### src/rtl/eight_zone_midpoint_line_defines.svh
// assertion macros for the eight-zone midpoint line rasterizer
`ifndef EIGHT_ZONE_MIDPOINT_LINE_DEFINES_SVH
`define EIGHT_ZONE_MIDPOINT_LINE_DEFINES_SVH

// same-cycle implication, checked on every rising edge outside reset
`define EZML_ASSERT_NOW(label, ante, cons) \
    label: assert property (@(posedge clk) disable iff (!rst_n) (ante) |-> (cons)) \
        else $error("ezml same-cycle check failed");

// next-cycle implication
`define EZML_ASSERT_NEXT(label, ante, cons) \
    label: assert property (@(posedge clk) disable iff (!rst_n) (ante) |=> (cons)) \
        else $error("ezml next-cycle check failed");

`endif

### src/rtl/ezml_pkg.sv
// shared types, constants and the zone colour table
`timescale 1ns / 1ps

package ezml_pkg;

    localparam int COORD_BITS  = 12;
    localparam int DIFF_BITS   = COORD_BITS + 1;
    localparam int DEC_BITS    = COORD_BITS + 4;
    localparam int STEP_BITS   = COORD_BITS + 2;
    localparam int QUEUE_DEPTH = 4;
    localparam int QPTR_BITS   = $clog2(QUEUE_DEPTH);
    localparam int QCNT_BITS   = QPTR_BITS + 1;

    localparam logic CMD_LOAD = 1'b0;
    localparam logic CMD_STEP = 1'b1;

    localparam logic [2:0] ZONE_0 = 3'd0;
    localparam logic [2:0] ZONE_1 = 3'd1;
    localparam logic [2:0] ZONE_2 = 3'd2;
    localparam logic [2:0] ZONE_3 = 3'd3;
    localparam logic [2:0] ZONE_4 = 3'd4;
    localparam logic [2:0] ZONE_5 = 3'd5;
    localparam logic [2:0] ZONE_6 = 3'd6;
    localparam logic [2:0] ZONE_7 = 3'd7;

    localparam logic [7:0] COLOR_FULL = 8'd255;
    localparam logic [7:0] COLOR_GREY = 8'd105;
    localparam logic [7:0] COLOR_NONE = 8'd0;

    typedef logic signed [COORD_BITS-1:0] coord_t;
    typedef logic signed [DIFF_BITS-1:0]  diff_t;
    typedef logic signed [DEC_BITS-1:0]   dec_t;
    typedef logic signed [STEP_BITS-1:0]  step_t;

    // most negative code and the value it is clamped to
    localparam coord_t COORD_MIN = {1'b1, {(COORD_BITS-1){1'b0}}};
    localparam coord_t COORD_LIM = {1'b1, {(COORD_BITS-2){1'b0}}, 1'b1};

    // one classified command as it travels from front to back
    typedef struct packed {
        logic       cmd;
        logic [2:0] zone;
        coord_t     fx0;
        coord_t     fy0;
        coord_t     fx1;
        diff_t      fdx;
        diff_t      fdy;
    } entry_t;

    typedef struct packed {
        logic [7:0] red;
        logic [7:0] green;
        logic [7:0] blue;
    } rgb_t;

    typedef struct packed {
        logic                 full;
        logic                 empty;
        logic [QCNT_BITS-1:0] count;
    } queue_status_t;

    typedef struct packed {
        logic pop;
        logic active;
        logic emit_last;
    } back_status_t;

    function automatic rgb_t zone_rgb(input logic [2:0] z);
        rgb_t c;
        unique case (z)
            ZONE_0:  c = '{COLOR_FULL, COLOR_NONE, COLOR_NONE};
            ZONE_1:  c = '{COLOR_NONE, COLOR_FULL, COLOR_NONE};
            ZONE_2:  c = '{COLOR_NONE, COLOR_NONE, COLOR_FULL};
            ZONE_3:  c = '{COLOR_FULL, COLOR_FULL, COLOR_NONE};
            ZONE_4:  c = '{COLOR_FULL, COLOR_NONE, COLOR_FULL};
            ZONE_5:  c = '{COLOR_NONE, COLOR_FULL, COLOR_FULL};
            ZONE_6:  c = '{COLOR_GREY, COLOR_GREY, COLOR_GREY};
            default: c = '{COLOR_FULL, COLOR_FULL, COLOR_FULL};
        endcase
        return c;
    endfunction

endpackage

### src/rtl/eight_zone_midpoint_line.sv
// top level of the eight-zone midpoint line rasterizer
//
//   channel  direction  handshake             payload
//   in       input      in_valid / in_stall   cmd, start_x, start_y, end_x, end_y
//   out      output     out_valid / out_stall pixel_x, pixel_y, zone, red, green, blue, last
//
// one command beat per cycle while in_stall is low; a step beat on an active line gives a pixel
// after it is taken, by way of the four-entry command queue's head register and then the output register
// a load sets up the walker and gives no beat; a step with no line is dropped
// the walker's decision add and compare produce one pixel per cycle while the output register is free
// out_stall holds the output register, the queue fills, then in_stall rises when it is full
// reset clears the queue, the active flag and out_valid; no line is active after reset
`timescale 1ns / 1ps
`include "eight_zone_midpoint_line_defines.svh"

module eight_zone_midpoint_line
    import ezml_pkg::*;
(
    input  logic       clk,
    input  logic       rst_n,
    input  logic       in_valid,
    output logic       in_stall,
    input  logic       cmd,
    input  coord_t     start_x,
    input  coord_t     start_y,
    input  coord_t     end_x,
    input  coord_t     end_y,
    output logic       out_valid,
    input  logic       out_stall,
    output coord_t     pixel_x,
    output coord_t     pixel_y,
    output logic [2:0] zone,
    output logic [7:0] red,
    output logic [7:0] green,
    output logic [7:0] blue,
    output logic       last
);

    entry_t        front_entry;
    entry_t        head;
    queue_status_t q_status;
    back_status_t  b_status;
    logic          push;

    assign in_stall = q_status.full;
    assign push     = in_valid && !in_stall;

    ezml_front u_front (
        .cmd     (cmd),
        .start_x (start_x),
        .start_y (start_y),
        .end_x   (end_x),
        .end_y   (end_y),
        .entry   (front_entry)
    );

    ezml_queue u_queue (
        .clk        (clk),
        .rst_n      (rst_n),
        .push       (push),
        .push_entry (front_entry),
        .pop        (b_status.pop),
        .head       (head),
        .status     (q_status)
    );

    ezml_back u_back (
        .clk         (clk),
        .rst_n       (rst_n),
        .head        (head),
        .queue_empty (q_status.empty),
        .out_stall   (out_stall),
        .out_valid   (out_valid),
        .pixel_x     (pixel_x),
        .pixel_y     (pixel_y),
        .zone        (zone),
        .red         (red),
        .green       (green),
        .blue        (blue),
        .last        (last),
        .status      (b_status)
    );

    // queue never overfills and is never read empty
    `EZML_ASSERT_NOW(a_queue_bound, 1'b1, q_status.count <= QCNT_BITS'(QUEUE_DEPTH))
    `EZML_ASSERT_NOW(a_pop_nonempty, b_status.pop, !q_status.empty)
    // the final pixel ends the line and shows up flagged on the output
    `EZML_ASSERT_NEXT(a_last_ends_line, b_status.emit_last, !b_status.active && out_valid && last)
    // a step beat on a live line always produces a beat
    `EZML_ASSERT_NEXT(a_step_emits, b_status.pop && head.cmd == CMD_STEP && b_status.active, out_valid)

endmodule

### src/rtl/ezml_front.sv
// front end: clamps endpoints, picks the zone and folds the line into zone 0
`timescale 1ns / 1ps

module ezml_front
    import ezml_pkg::*;
(
    input  logic   cmd,
    input  coord_t start_x,
    input  coord_t start_y,
    input  coord_t end_x,
    input  coord_t end_y,
    output entry_t entry
);

    function automatic coord_t clamp_coord(input coord_t v);
        return (v == COORD_MIN) ? COORD_LIM : v;
    endfunction

    coord_t     x0;
    coord_t     y0;
    coord_t     x1;
    coord_t     y1;
    diff_t      dx;
    diff_t      dy;
    diff_t      ax;
    diff_t      ay;
    logic       x_major;
    logic [2:0] zone_sel;

    always_comb
    begin
        x0 = clamp_coord(start_x);
        y0 = clamp_coord(start_y);
        x1 = clamp_coord(end_x);
        y1 = clamp_coord(end_y);
        dx = diff_t'(x1) - diff_t'(x0);
        dy = diff_t'(y1) - diff_t'(y0);
        ax = dx[DIFF_BITS-1] ? -dx : dx;
        ay = dy[DIFF_BITS-1] ? -dy : dy;
        x_major = (ax >= ay);

        unique case ({x_major, dx[DIFF_BITS-1], dy[DIFF_BITS-1]})
            3'b100:  zone_sel = ZONE_0;
            3'b101:  zone_sel = ZONE_7;
            3'b110:  zone_sel = ZONE_3;
            3'b111:  zone_sel = ZONE_4;
            3'b000:  zone_sel = ZONE_1;
            3'b001:  zone_sel = ZONE_6;
            3'b010:  zone_sel = ZONE_2;
            default: zone_sel = ZONE_5;
        endcase

        entry.cmd  = cmd;
        entry.zone = zone_sel;
        // folded deltas are just the major and minor magnitudes
        entry.fdx  = x_major ? ax : ay;
        entry.fdy  = x_major ? ay : ax;

        unique case (zone_sel)
            ZONE_0:
            begin
                entry.fx0 = x0;  entry.fy0 = y0;  entry.fx1 = x1;
            end
            ZONE_1:
            begin
                entry.fx0 = y0;  entry.fy0 = x0;  entry.fx1 = y1;
            end
            ZONE_2:
            begin
                entry.fx0 = y0;  entry.fy0 = -x0; entry.fx1 = y1;
            end
            ZONE_3:
            begin
                entry.fx0 = -x0; entry.fy0 = y0;  entry.fx1 = -x1;
            end
            ZONE_4:
            begin
                entry.fx0 = -x0; entry.fy0 = -y0; entry.fx1 = -x1;
            end
            ZONE_5:
            begin
                entry.fx0 = -y0; entry.fy0 = -x0; entry.fx1 = -y1;
            end
            ZONE_6:
            begin
                entry.fx0 = -y0; entry.fy0 = x0;  entry.fx1 = -y1;
            end
            default:
            begin
                entry.fx0 = x0;  entry.fy0 = -y0; entry.fx1 = x1;
            end
        endcase
    end

endmodule

### src/rtl/ezml_queue.sv
// short command queue between the front end and the line walker
`timescale 1ns / 1ps

module ezml_queue
    import ezml_pkg::*;
(
    input  logic          clk,
    input  logic          rst_n,
    input  logic          push,
    input  entry_t        push_entry,
    input  logic          pop,
    output entry_t        head,
    output queue_status_t status
);

    entry_t               mem_reg [QUEUE_DEPTH];
    entry_t               head_reg;
    logic [QPTR_BITS-1:0] wr_ptr_reg;
    logic [QPTR_BITS-1:0] wr_ptr_next;
    logic [QPTR_BITS-1:0] rd_ptr_reg;
    logic [QPTR_BITS-1:0] rd_ptr_next;
    logic [QCNT_BITS-1:0] count_reg;
    logic [QCNT_BITS-1:0] count_next;

    always_comb
    begin
        wr_ptr_next = push ? wr_ptr_reg + QPTR_BITS'(1) : wr_ptr_reg;
        rd_ptr_next = pop ? rd_ptr_reg + QPTR_BITS'(1) : rd_ptr_reg;
        case ({push, pop})
            2'b10:   count_next = count_reg + QCNT_BITS'(1);
            2'b01:   count_next = count_reg - QCNT_BITS'(1);
            default: count_next = count_reg;
        endcase
    end

    always_ff @(posedge clk or negedge rst_n)
    begin
        if (!rst_n)
        begin
            wr_ptr_reg <= '0;
            rd_ptr_reg <= '0;
            count_reg  <= '0;
        end
        else
        begin
            wr_ptr_reg <= wr_ptr_next;
            rd_ptr_reg <= rd_ptr_next;
            count_reg  <= count_next;
        end
    end

    always_ff @(posedge clk)
    begin
        if (push)
        begin
            mem_reg[wr_ptr_reg] <= push_entry;
        end
        // fetch the next head entry, forwarding a beat written into that slot now
        if (push && (wr_ptr_reg == rd_ptr_next))
        begin
            head_reg <= push_entry;
        end
        else
        begin
            head_reg <= mem_reg[rd_ptr_next];
        end
    end

    assign head         = head_reg;
    assign status.full  = (count_reg == QCNT_BITS'(QUEUE_DEPTH));
    assign status.empty = (count_reg == '0);
    assign status.count = count_reg;

endmodule

### src/rtl/ezml_back.sv
// back end: midpoint walker, unfolding into the line's zone, output register
`timescale 1ns / 1ps

module ezml_back
    import ezml_pkg::*;
(
    input  logic         clk,
    input  logic         rst_n,
    input  entry_t       head,
    input  logic         queue_empty,
    input  logic         out_stall,
    output logic         out_valid,
    output coord_t       pixel_x,
    output coord_t       pixel_y,
    output logic [2:0]   zone,
    output logic [7:0]   red,
    output logic [7:0]   green,
    output logic [7:0]   blue,
    output logic         last,
    output back_status_t status
);

    logic       active_reg;
    logic       active_next;
    logic       out_valid_reg;
    logic       out_valid_next;
    coord_t     walk_x_reg;
    coord_t     walk_x_next;
    coord_t     walk_y_reg;
    coord_t     walk_y_next;
    coord_t     stop_x_reg;
    coord_t     stop_x_next;
    dec_t       decision_reg;
    dec_t       decision_next;
    step_t      step_east_reg;
    step_t      step_east_next;
    step_t      step_ne_reg;
    step_t      step_ne_next;
    logic [2:0] zone_reg;
    logic [2:0] zone_next;
    coord_t     pixel_x_reg;
    coord_t     pixel_y_reg;
    logic [2:0] out_zone_reg;
    rgb_t       rgb_reg;
    logic       last_reg;

    logic   out_free;
    logic   is_load;
    logic   pop;
    logic   emit;
    logic   fin;
    coord_t px;
    coord_t py;
    dec_t   fdx_d;
    dec_t   fdy_d;
    step_t  fdx_s;
    step_t  fdy_s;

    always_comb
    begin
        out_free = !out_valid_reg || !out_stall;
        is_load  = (head.cmd == CMD_LOAD);
        // a step with no line is dropped; a pixel step waits for the output slot
        pop      = !queue_empty && (is_load || !active_reg || out_free);
        emit     = pop && !is_load && active_reg;
        fin      = (walk_x_reg >= stop_x_reg);

        fdx_d = dec_t'(head.fdx);
        fdy_d = dec_t'(head.fdy);
        fdx_s = step_t'(head.fdx);
        fdy_s = step_t'(head.fdy);

        active_next   = active_reg;
        walk_x_next   = walk_x_reg;
        walk_y_next   = walk_y_reg;
        stop_x_next   = stop_x_reg;
        decision_next = decision_reg;
        step_east_next = step_east_reg;
        step_ne_next  = step_ne_reg;
        zone_next     = zone_reg;

        if (pop && is_load)
        begin
            active_next    = 1'b1;
            walk_x_next    = head.fx0;
            walk_y_next    = head.fy0;
            stop_x_next    = head.fx1;
            decision_next  = (fdy_d <<< 1) - fdx_d;
            step_east_next = fdy_s <<< 1;
            step_ne_next   = (fdy_s - fdx_s) <<< 1;
            zone_next      = head.zone;
        end
        else if (emit)
        begin
            if (fin)
            begin
                active_next = 1'b0;
            end
            else
            begin
                walk_x_next = walk_x_reg + coord_t'(1);
                if (decision_reg[DEC_BITS-1])
                begin
                    decision_next = decision_reg + dec_t'(step_east_reg);
                end
                else
                begin
                    decision_next = decision_reg + dec_t'(step_ne_reg);
                    walk_y_next   = walk_y_reg + coord_t'(1);
                end
            end
        end

        unique case (zone_reg)
            ZONE_0:  begin px = walk_x_reg;  py = walk_y_reg;  end
            ZONE_1:  begin px = walk_y_reg;  py = walk_x_reg;  end
            ZONE_2:  begin px = -walk_y_reg; py = walk_x_reg;  end
            ZONE_3:  begin px = -walk_x_reg; py = walk_y_reg;  end
            ZONE_4:  begin px = -walk_x_reg; py = -walk_y_reg; end
            ZONE_5:  begin px = -walk_y_reg; py = -walk_x_reg; end
            ZONE_6:  begin px = walk_y_reg;  py = -walk_x_reg; end
            default: begin px = walk_x_reg;  py = -walk_y_reg; end
        endcase

        if (emit)
        begin
            out_valid_next = 1'b1;
        end
        else if (!out_stall)
        begin
            out_valid_next = 1'b0;
        end
        else
        begin
            out_valid_next = out_valid_reg;
        end
    end

    always_ff @(posedge clk or negedge rst_n)
    begin
        if (!rst_n)
        begin
            active_reg    <= 1'b0;
            out_valid_reg <= 1'b0;
            zone_reg      <= ZONE_0;
        end
        else
        begin
            active_reg    <= active_next;
            out_valid_reg <= out_valid_next;
            zone_reg      <= zone_next;
        end
    end

    always_ff @(posedge clk)
    begin
        walk_x_reg    <= walk_x_next;
        walk_y_reg    <= walk_y_next;
        stop_x_reg    <= stop_x_next;
        decision_reg  <= decision_next;
        step_east_reg <= step_east_next;
        step_ne_reg   <= step_ne_next;
        if (emit)
        begin
            pixel_x_reg  <= px;
            pixel_y_reg  <= py;
            out_zone_reg <= zone_reg;
            rgb_reg      <= zone_rgb(zone_reg);
            last_reg     <= fin;
        end
    end

    assign out_valid        = out_valid_reg;
    assign pixel_x          = pixel_x_reg;
    assign pixel_y          = pixel_y_reg;
    assign zone             = out_zone_reg;
    assign red              = rgb_reg.red;
    assign green            = rgb_reg.green;
    assign blue             = rgb_reg.blue;
    assign last             = last_reg;
    assign status.pop       = pop;
    assign status.active    = active_reg;
    assign status.emit_last = emit && fin;

endmodule

### config.mk
export PLATFORM = sky130hd
export DESIGN_NAME = eight_zone_midpoint_line
export DESIGN_NICKNAME = d
export VERILOG_FILES = /design/src/rtl/ezml_pkg.sv /design/src/rtl/eight_zone_midpoint_line.sv /design/src/rtl/ezml_front.sv /design/src/rtl/ezml_queue.sv /design/src/rtl/ezml_back.sv
export VERILOG_INCLUDE_DIRS = /design/src /design/src/rtl
export SDC_FILE = /design/constraint.sdc
export NUM_CORES = 1
export LEC_CHECK = 0
export BUFFER_PORTS_ARGS = -buffer_cell sky130_fd_sc_hd__buf_2
export CAP_MARGIN = 20
export CORE_AREA = 2 2 226 228
export CTS_CLUSTER_DIAMETER = 60
export DETAILED_ROUTE_END_ITERATION = 10
export DIE_AREA = 0 0 228 230
export SYNTH_ARGS = -nofsm -noshare
export SYNTH_HDL_FRONTEND = slang
export SYNTH_SLANG_ARGS = --single-unit
### constraint.sdc
create_clock -name clk -period 5.6 [get_ports clk]
set_clock_uncertainty 0.2 [all_clocks]
set_input_delay 0.56 -clock clk [delete_from_list [all_inputs] [get_ports clk]]
set_output_delay 0.56 -clock clk [all_outputs]
set_load 0.05 [all_outputs]
# Word level (Yosys, flattened, before mapping)
# Memories as Yosys holds them, arrays and structs flattened. A register that Yosys moved wholly into a read port is not among the register bits.
# Cells that the tools add are included.
# classes
add_sub_neg	20
order_cmp	2
n_eq_ne	28
mux	33
bitwise	1
n_reduce_logical	29
# op_table
op	count
case mux 36 bit (7 select lines)	1
case mux 24 bit (7 select lines)	1
two-way mux 12 bit	11
negator 12 bit	6
case mux 12 bit (3 select lines)	2
two-way mux 16 bit	4
two-way mux 13 bit	4
equality test 12 bit, second input constant	4
equality test 3 bit, second input constant	11
adder 16 x 14 -> 16 bit	2
negator 13 bit	2
subtractor 12 x 12 -> 13 bit	2
adder 12 x 2 -> 12 bit, second input constant	2
case mux 3 bit (7 select lines)	1
equality test 3 x 2 -> 1 bit, second input constant	5
subtractor 14 x 13 -> 15 bit	1
greater-or-equal comparator 13 bit	1
subtractor 13 bit	1
greater-or-equal comparator 12 bit	1
logical NOT 3 bit	4
OR reduction 2 bit	6
equality test 3 x 1 -> 1 bit, second input constant	3
two-way mux 1 bit	7
case mux 3 bit (2 select lines)	1
other kinds (15)	30
# word_totals
register_bits	142
mem_bits_rw	264
input_bits	53
output_inout_bits	54
elab_cells	133
memories	1
# memory_table
name	depth	word_bits	read_ports	rd_clocked_by_memory_dff	wr	line	text
u_queue.mem_reg	4	66	1	1	1	ezml_queue.sv:16	entry_t mem_reg [QUEUE_DEPTH];

# Depth between registers and ports, before layout
# depth
word_depth	10
ltp_mapped	32
ltp_nobuf	30

# Hierarchy
# From an unflattened synthesis, not the netlist that was laid out.
# unflattened
cells_unflattened	2017
hier_area_um2	23162.2
# by_module_without_submodules
module	n_inst	cells_per_inst	area_per_inst_um2	seq_area_each_um2
ezml_queue	1	383	9952.0	8142.8
ezml_back	1	858	8316.7	3458.3
ezml_front	1	775	4879.7	0.0
eight_zone_midpoint_line	1	1	13.8	0.0

# Worst setup path after synthesis
# OpenSTA, ideal clock, no wires.
# synth_path
kind	input port to flip-flop
start	in start_x[3]
end	mem u_queue.mem_reg[0][41] in the netlist's numbering (data pin)
setup_ns	0.286
arrival_time_ns	6.446
required_ns	5.114
path_slack_ns	-1.332
path_stages	28
path_buffers	2
path_cell_list	nor4_1 -> a41oi_1 -> inv_1 -> ha_1 -> inv_1 -> fa_1 -> a21o_1 -> a21oi_1 -> o21ai_0 -> a31o_2 -> a21oi_1 -> xor2_1 -> nor3b_1 -> a21oi_1 -> xor2_1 -> inv_1 -> ha_1 -> and4_1 -> a221oi_1 -> a21oi_1 -> or4_1 -> and4_1 -> clkbuf_1 -> clkbuf_1 -> nand2_1 -> o21ai_0 -> a221oi_1 -> o22ai_1
# synth_rtl
element	line	text
start, declared	eight_zone_midpoint_line.sv:24	input coord_t start_x,
end, declared	ezml_queue.sv:16	

==> results.txt <==
----------------------------------------------------
[Logic synthesis]
  Total standard cell area after synthesis ... 0.0223 mm2
  Synthesized netlist cell count ... 1936
  Most used DFF post-synth ... sky130_fd_sc_hd__edfxtp_1
  Number of enable-type register cells in the synthesized netlist ... 375
  Mapped Nets ... between 2000 and 2500
  Synth Register Bits ... 389
  Sequential-to-total area share from yosys stat ... ~52%
  Count of distinct cell types in the synthesized netlist ... 70
  Async set-or-reset flop fraction in the synthesized netlist ... under 10%
  Synth Warn # ... 0
  Synthesized area per cell ... around 11 um2

[Critical path]
  Critical setup path kind ... in2reg
  Data arrival time at the worst-slack endpoint ... between 6000 and 7000 ps
  Critical path's largest stage delay ... ~540 ps
  Required time at the worst-slack endpoint ... 5710 ps
  Slowest-stage cell, CP ... sky130_fd_sc_hd__or4_4
  Most frequent cell on the critical path ... sky130_fd_sc_hd__buf_6
  Setup crit end kind ... flip-flop
  Highest net fanout along the worst path ... 7
  Startpoint class of the critical path ... input pin

[Routing]
  Detailed route wirelength on metal2 ... between 20000 and 30000 um
  DRT met1 WL ... 27200 um
  Uppermost metal layer occupied by signal nets ... met4
  Average wire per standard cell ... 19.9 um
  Number of remaining DRC errors ... 0
  Iter 0 DRT Violations ... ~1200
  Sum of met3 wire segment lengths after detailed routing ... about 3200 um
  Via count ... around 17000
  Final wirelength ... between 60000 and 70000 um
  Number of nets with antenna violations after detailed routing ... 0
  Number of detailed-route iterations in the first pass ... 5
  Via density ... roughly 5.6

[Clock network]
  H-tree lvl count ... 2
  Sink Count ... 389
  Clock tree from TritonCTS ... built
  Clock slew at reported path FFs ... around 60 ps
  Later-pin clock latency in the skew report ... ~580 ps
  Num CTS Buffers ... 42
  Clock tree buffer depth ... 3
  Clock root buffer master ... sky130_fd_sc_hd__clkbuf_16

[Timing]
  Final cycle utilization of the critical path ... 110%
  Hold violation count in the final report ... 0
  RSZ-0062 raised after global routing ... true
  Setup TNS Final ... -67840 ps
  Max-slew violation total from the final report ... 0
  Shortest period the worst path allows ... a little over 6000 ps
  Final setup margin ... -556 ps
  Max transition margin ... about 36%
  Worst Tran Pin Value ... roughly 960 ps
  Final setup violating endpoints ... about 160
  Achievable clock frequency ... 162 MHz

[Layout]
  Area growth, synth to finish ... 30.9%
  Commonest non-fill, non-tap cells in the layout ... sky130_fd_sc_hd__edfxtp_1 (375), sky130_fd_sc_hd__buf_4 (326), sky130_fd_sc_hd__nor2_1 (137)
  Share of post-route cells with drive strength above 1 ... 36.1%
  Seq. cell area ... 0.0116 mm2
  Most common cell after layout, fill and taps aside ... sky130_fd_sc_hd__edfxtp_1
  Area used by multi-input combinational logic ... 0.0112 mm2
  End-of-flow core utilization ... slightly below 60%
  Count of fill cells added during filler insertion ... ~4000
  Inserted Diodes ... 0
  Final Net Count ... ~2500
  Final Non-Filler Cells ... slightly above 3000
  Max FFs per register ... around 260

[Global routing]
  Via count of the first global-routing pass ... 16600
  Largest net degree at the start of global routing ... 61
  Number of antenna violations at the first check in global routing ... 0
  Global-route wire length before repair ... approximately 92000 um
  Global router's overall resource usage ... 22.5%
  Total congestion overflow after global routing ... 0

[Floorplan]
  Die area ... 0.0524 mm2
  Number of rows created at floorplan ... 82
  Initial core utilization ... approximately 45%
  Core box area ... between 0.04 and 0.05 mm2
  Top-level port count ... around 110
  Height of the die ... between 200 and 250 um
  Floorplan die width ... approximately 230 um

[Placement]
  HPWL reported at the end of detailed placement ... 43000 um
  Placed cell count ... ~2900
  Worst setup slack before clock tree synthesis ... -1380 ps
  IO Port Bufs ... approximately 110
  Final GP Congestion ... between 0.9 and 1

[Flow run]
  Number of max-cap violations ... 0

[Outcome]
  Run status ... finished, violations left
  Violated checks ... setup timing

[Min path]
  Class of the worst hold path ... in2reg

----------------------------------------------------
## per-stage QoR
stage / hold WS [ps] / cell area (um2)
4_1_cts: 12.0 / 28300
3_3_place_gp: 250 / 25600
3_5_place_dp: 256 / 25600
2_1_floorplan: 64.4 / 22700
6_report: 42.1 / 29100
5_1_grt: 18.2 / 29100
## repair_timing
item | in CTS | in global routing
gates cloned | 1 | 2
hold buffers | 1 | 0
endpoints found under the hold margin | 12 | 0
pin swaps | 72 | 54
setup endpoints to repair | 210 | 252
resized for setup | 143 | 139
buffers inserted | 69 | 18
## worst max-delay path: cells and delay by family
| kind | cells | cell delay (ps) |
|---|---|---|
| AND/OR/NAND/NOR | 11 | 2670 |
| buffers and inverters | 8 | 880 |
| AO/OA/AOI/OAI | 7 | 1030 |
| adder cells (fa/ha/maj) | 3 | 890 |
| XOR/XNOR | 1 | 220 |
## cells in the mapped netlist (7+ instances only)
library cell	number	area [um2]
sky130_fd_sc_hd__edfxtp_1	375	11300
sky130_fd_sc_hd__or3_1	30	188
sky130_fd_sc_hd__o21ai_0	130	651
sky130_fd_sc_hd__a221oi_1	11	96.3
sky130_fd_sc_hd__nand2_1	144	541
sky130_fd_sc_hd__buf_1	16	60.1
sky130_fd_sc_hd__mux2i_1	22	220
sky130_fd_sc_hd__buf_4	18	135
sky130_fd_sc_hd__inv_1	121	454
sky130_fd_sc_hd__mux2_2	11	124
sky130_fd_sc_hd__and3_1	15	93.8
sky130_fd_sc_hd__nand2b_1	16	100
sky130_fd_sc_hd__mux4_2	66	1490
sky130_fd_sc_hd__and2_1	14	87.6
sky130_fd_sc_hd__nand3_1	30	150
sky130_fd_sc_hd__o21a_1	13	97.6
sky130_fd_sc_hd__xor2_1	49	429
sky130_fd_sc_hd__dfrtp_1	12	300
sky130_fd_sc_hd__ha_1	111	1390
sky130_fd_sc_hd__nor4_1	11	68.8
sky130_fd_sc_hd__a21oi_1	106	531
sky130_fd_sc_hd__nor3_1	45	225
sky130_fd_sc_hd__o32ai_1	12	105
sky130_fd_sc_hd__nor2b_1	20	125
sky130_fd_sc_hd__a31oi_1	8	50.1
sky130_fd_sc_hd__or2_2	9	56.3
sky130_fd_sc_hd__nor2_1	149	559
sky130_fd_sc_hd__o211ai_1	12	90.1
sky130_fd_sc_hd__o221ai_1	9	78.8
sky130_fd_sc_hd__a221o_1	7	70.1
sky130_fd_sc_hd__xnor2_1	81	709
sky130_fd_sc_hd__a22o_1	10	87.6
sky130_fd_sc_hd__o22ai_1	26	163
sky130_fd_sc_hd__a21o_1	20	150
sky130_fd_sc_hd__clkbuf_1	99	372
## cell type report
| type | count | share of cell area, % |
|---|---|---|
| clock buffers | 48 | 3.76 |
| clock inverters | 29 | 1.31 |
| inverters | 125 | 1.65 |
| multi-input cells | 1284 | 38.4 |
| flip-flops and latches | 389 | 39.8 |
| well taps | 672 | 2.88 |
| repair buffers | 473 | 12.2 |
## path summary, 6_finish.rpt
check / startpoint / to / slack [ps] / depth (start not counted)
max: end_y[6] / u_queue.mem_reg[2][30]$_DFFE_PP_ / -560 / 30
min: cmd / u_queue.mem_reg[2][65]$_DFFE_PP_ / 40 / 1
max reg2reg: flip-flop / u_back.decision_reg[15]$_DFFE_PP_ / 1430 / 12
min reg2reg: u_queue.rd_ptr_reg[1]$_DFF_PN0_ / u_queue.rd_ptr_reg[1]$_DFF_PN0_ / 270 / 1
max in group asynchronous: rst_n / u_queue.count_reg[1]$_DFFE_PN0P_ / 4760 / 2
min in group asynchronous: rst_n / u_back.zone_reg[2]$_DFFE_PN0P_ / 190 / 2
## per-layer routing
metal / vias up / track usage (%)
met3: 101 / 3.25
met1: 8291 / 31.3
li1: 7947 / -
met4: 0 / 8.23
met2: 503 / 36.0
met5: - / 0
## kinds of logic after synthesis
logic type,after synthesis,synth area share (%)
AND/OR/NAND/NOR,504,10.6
AO/OA/AOI/OAI,433,12.4
flip-flops,389,52.1
buffers and inverters,264,4.79
XOR/XNOR,130,5.11
adder cells (fa/ha/maj),117,6.78
multiplexers,99,8.22
Power is not shown: default switching activity piles up to over one toggle a cycle in this logic, so the estimate is an artifact.
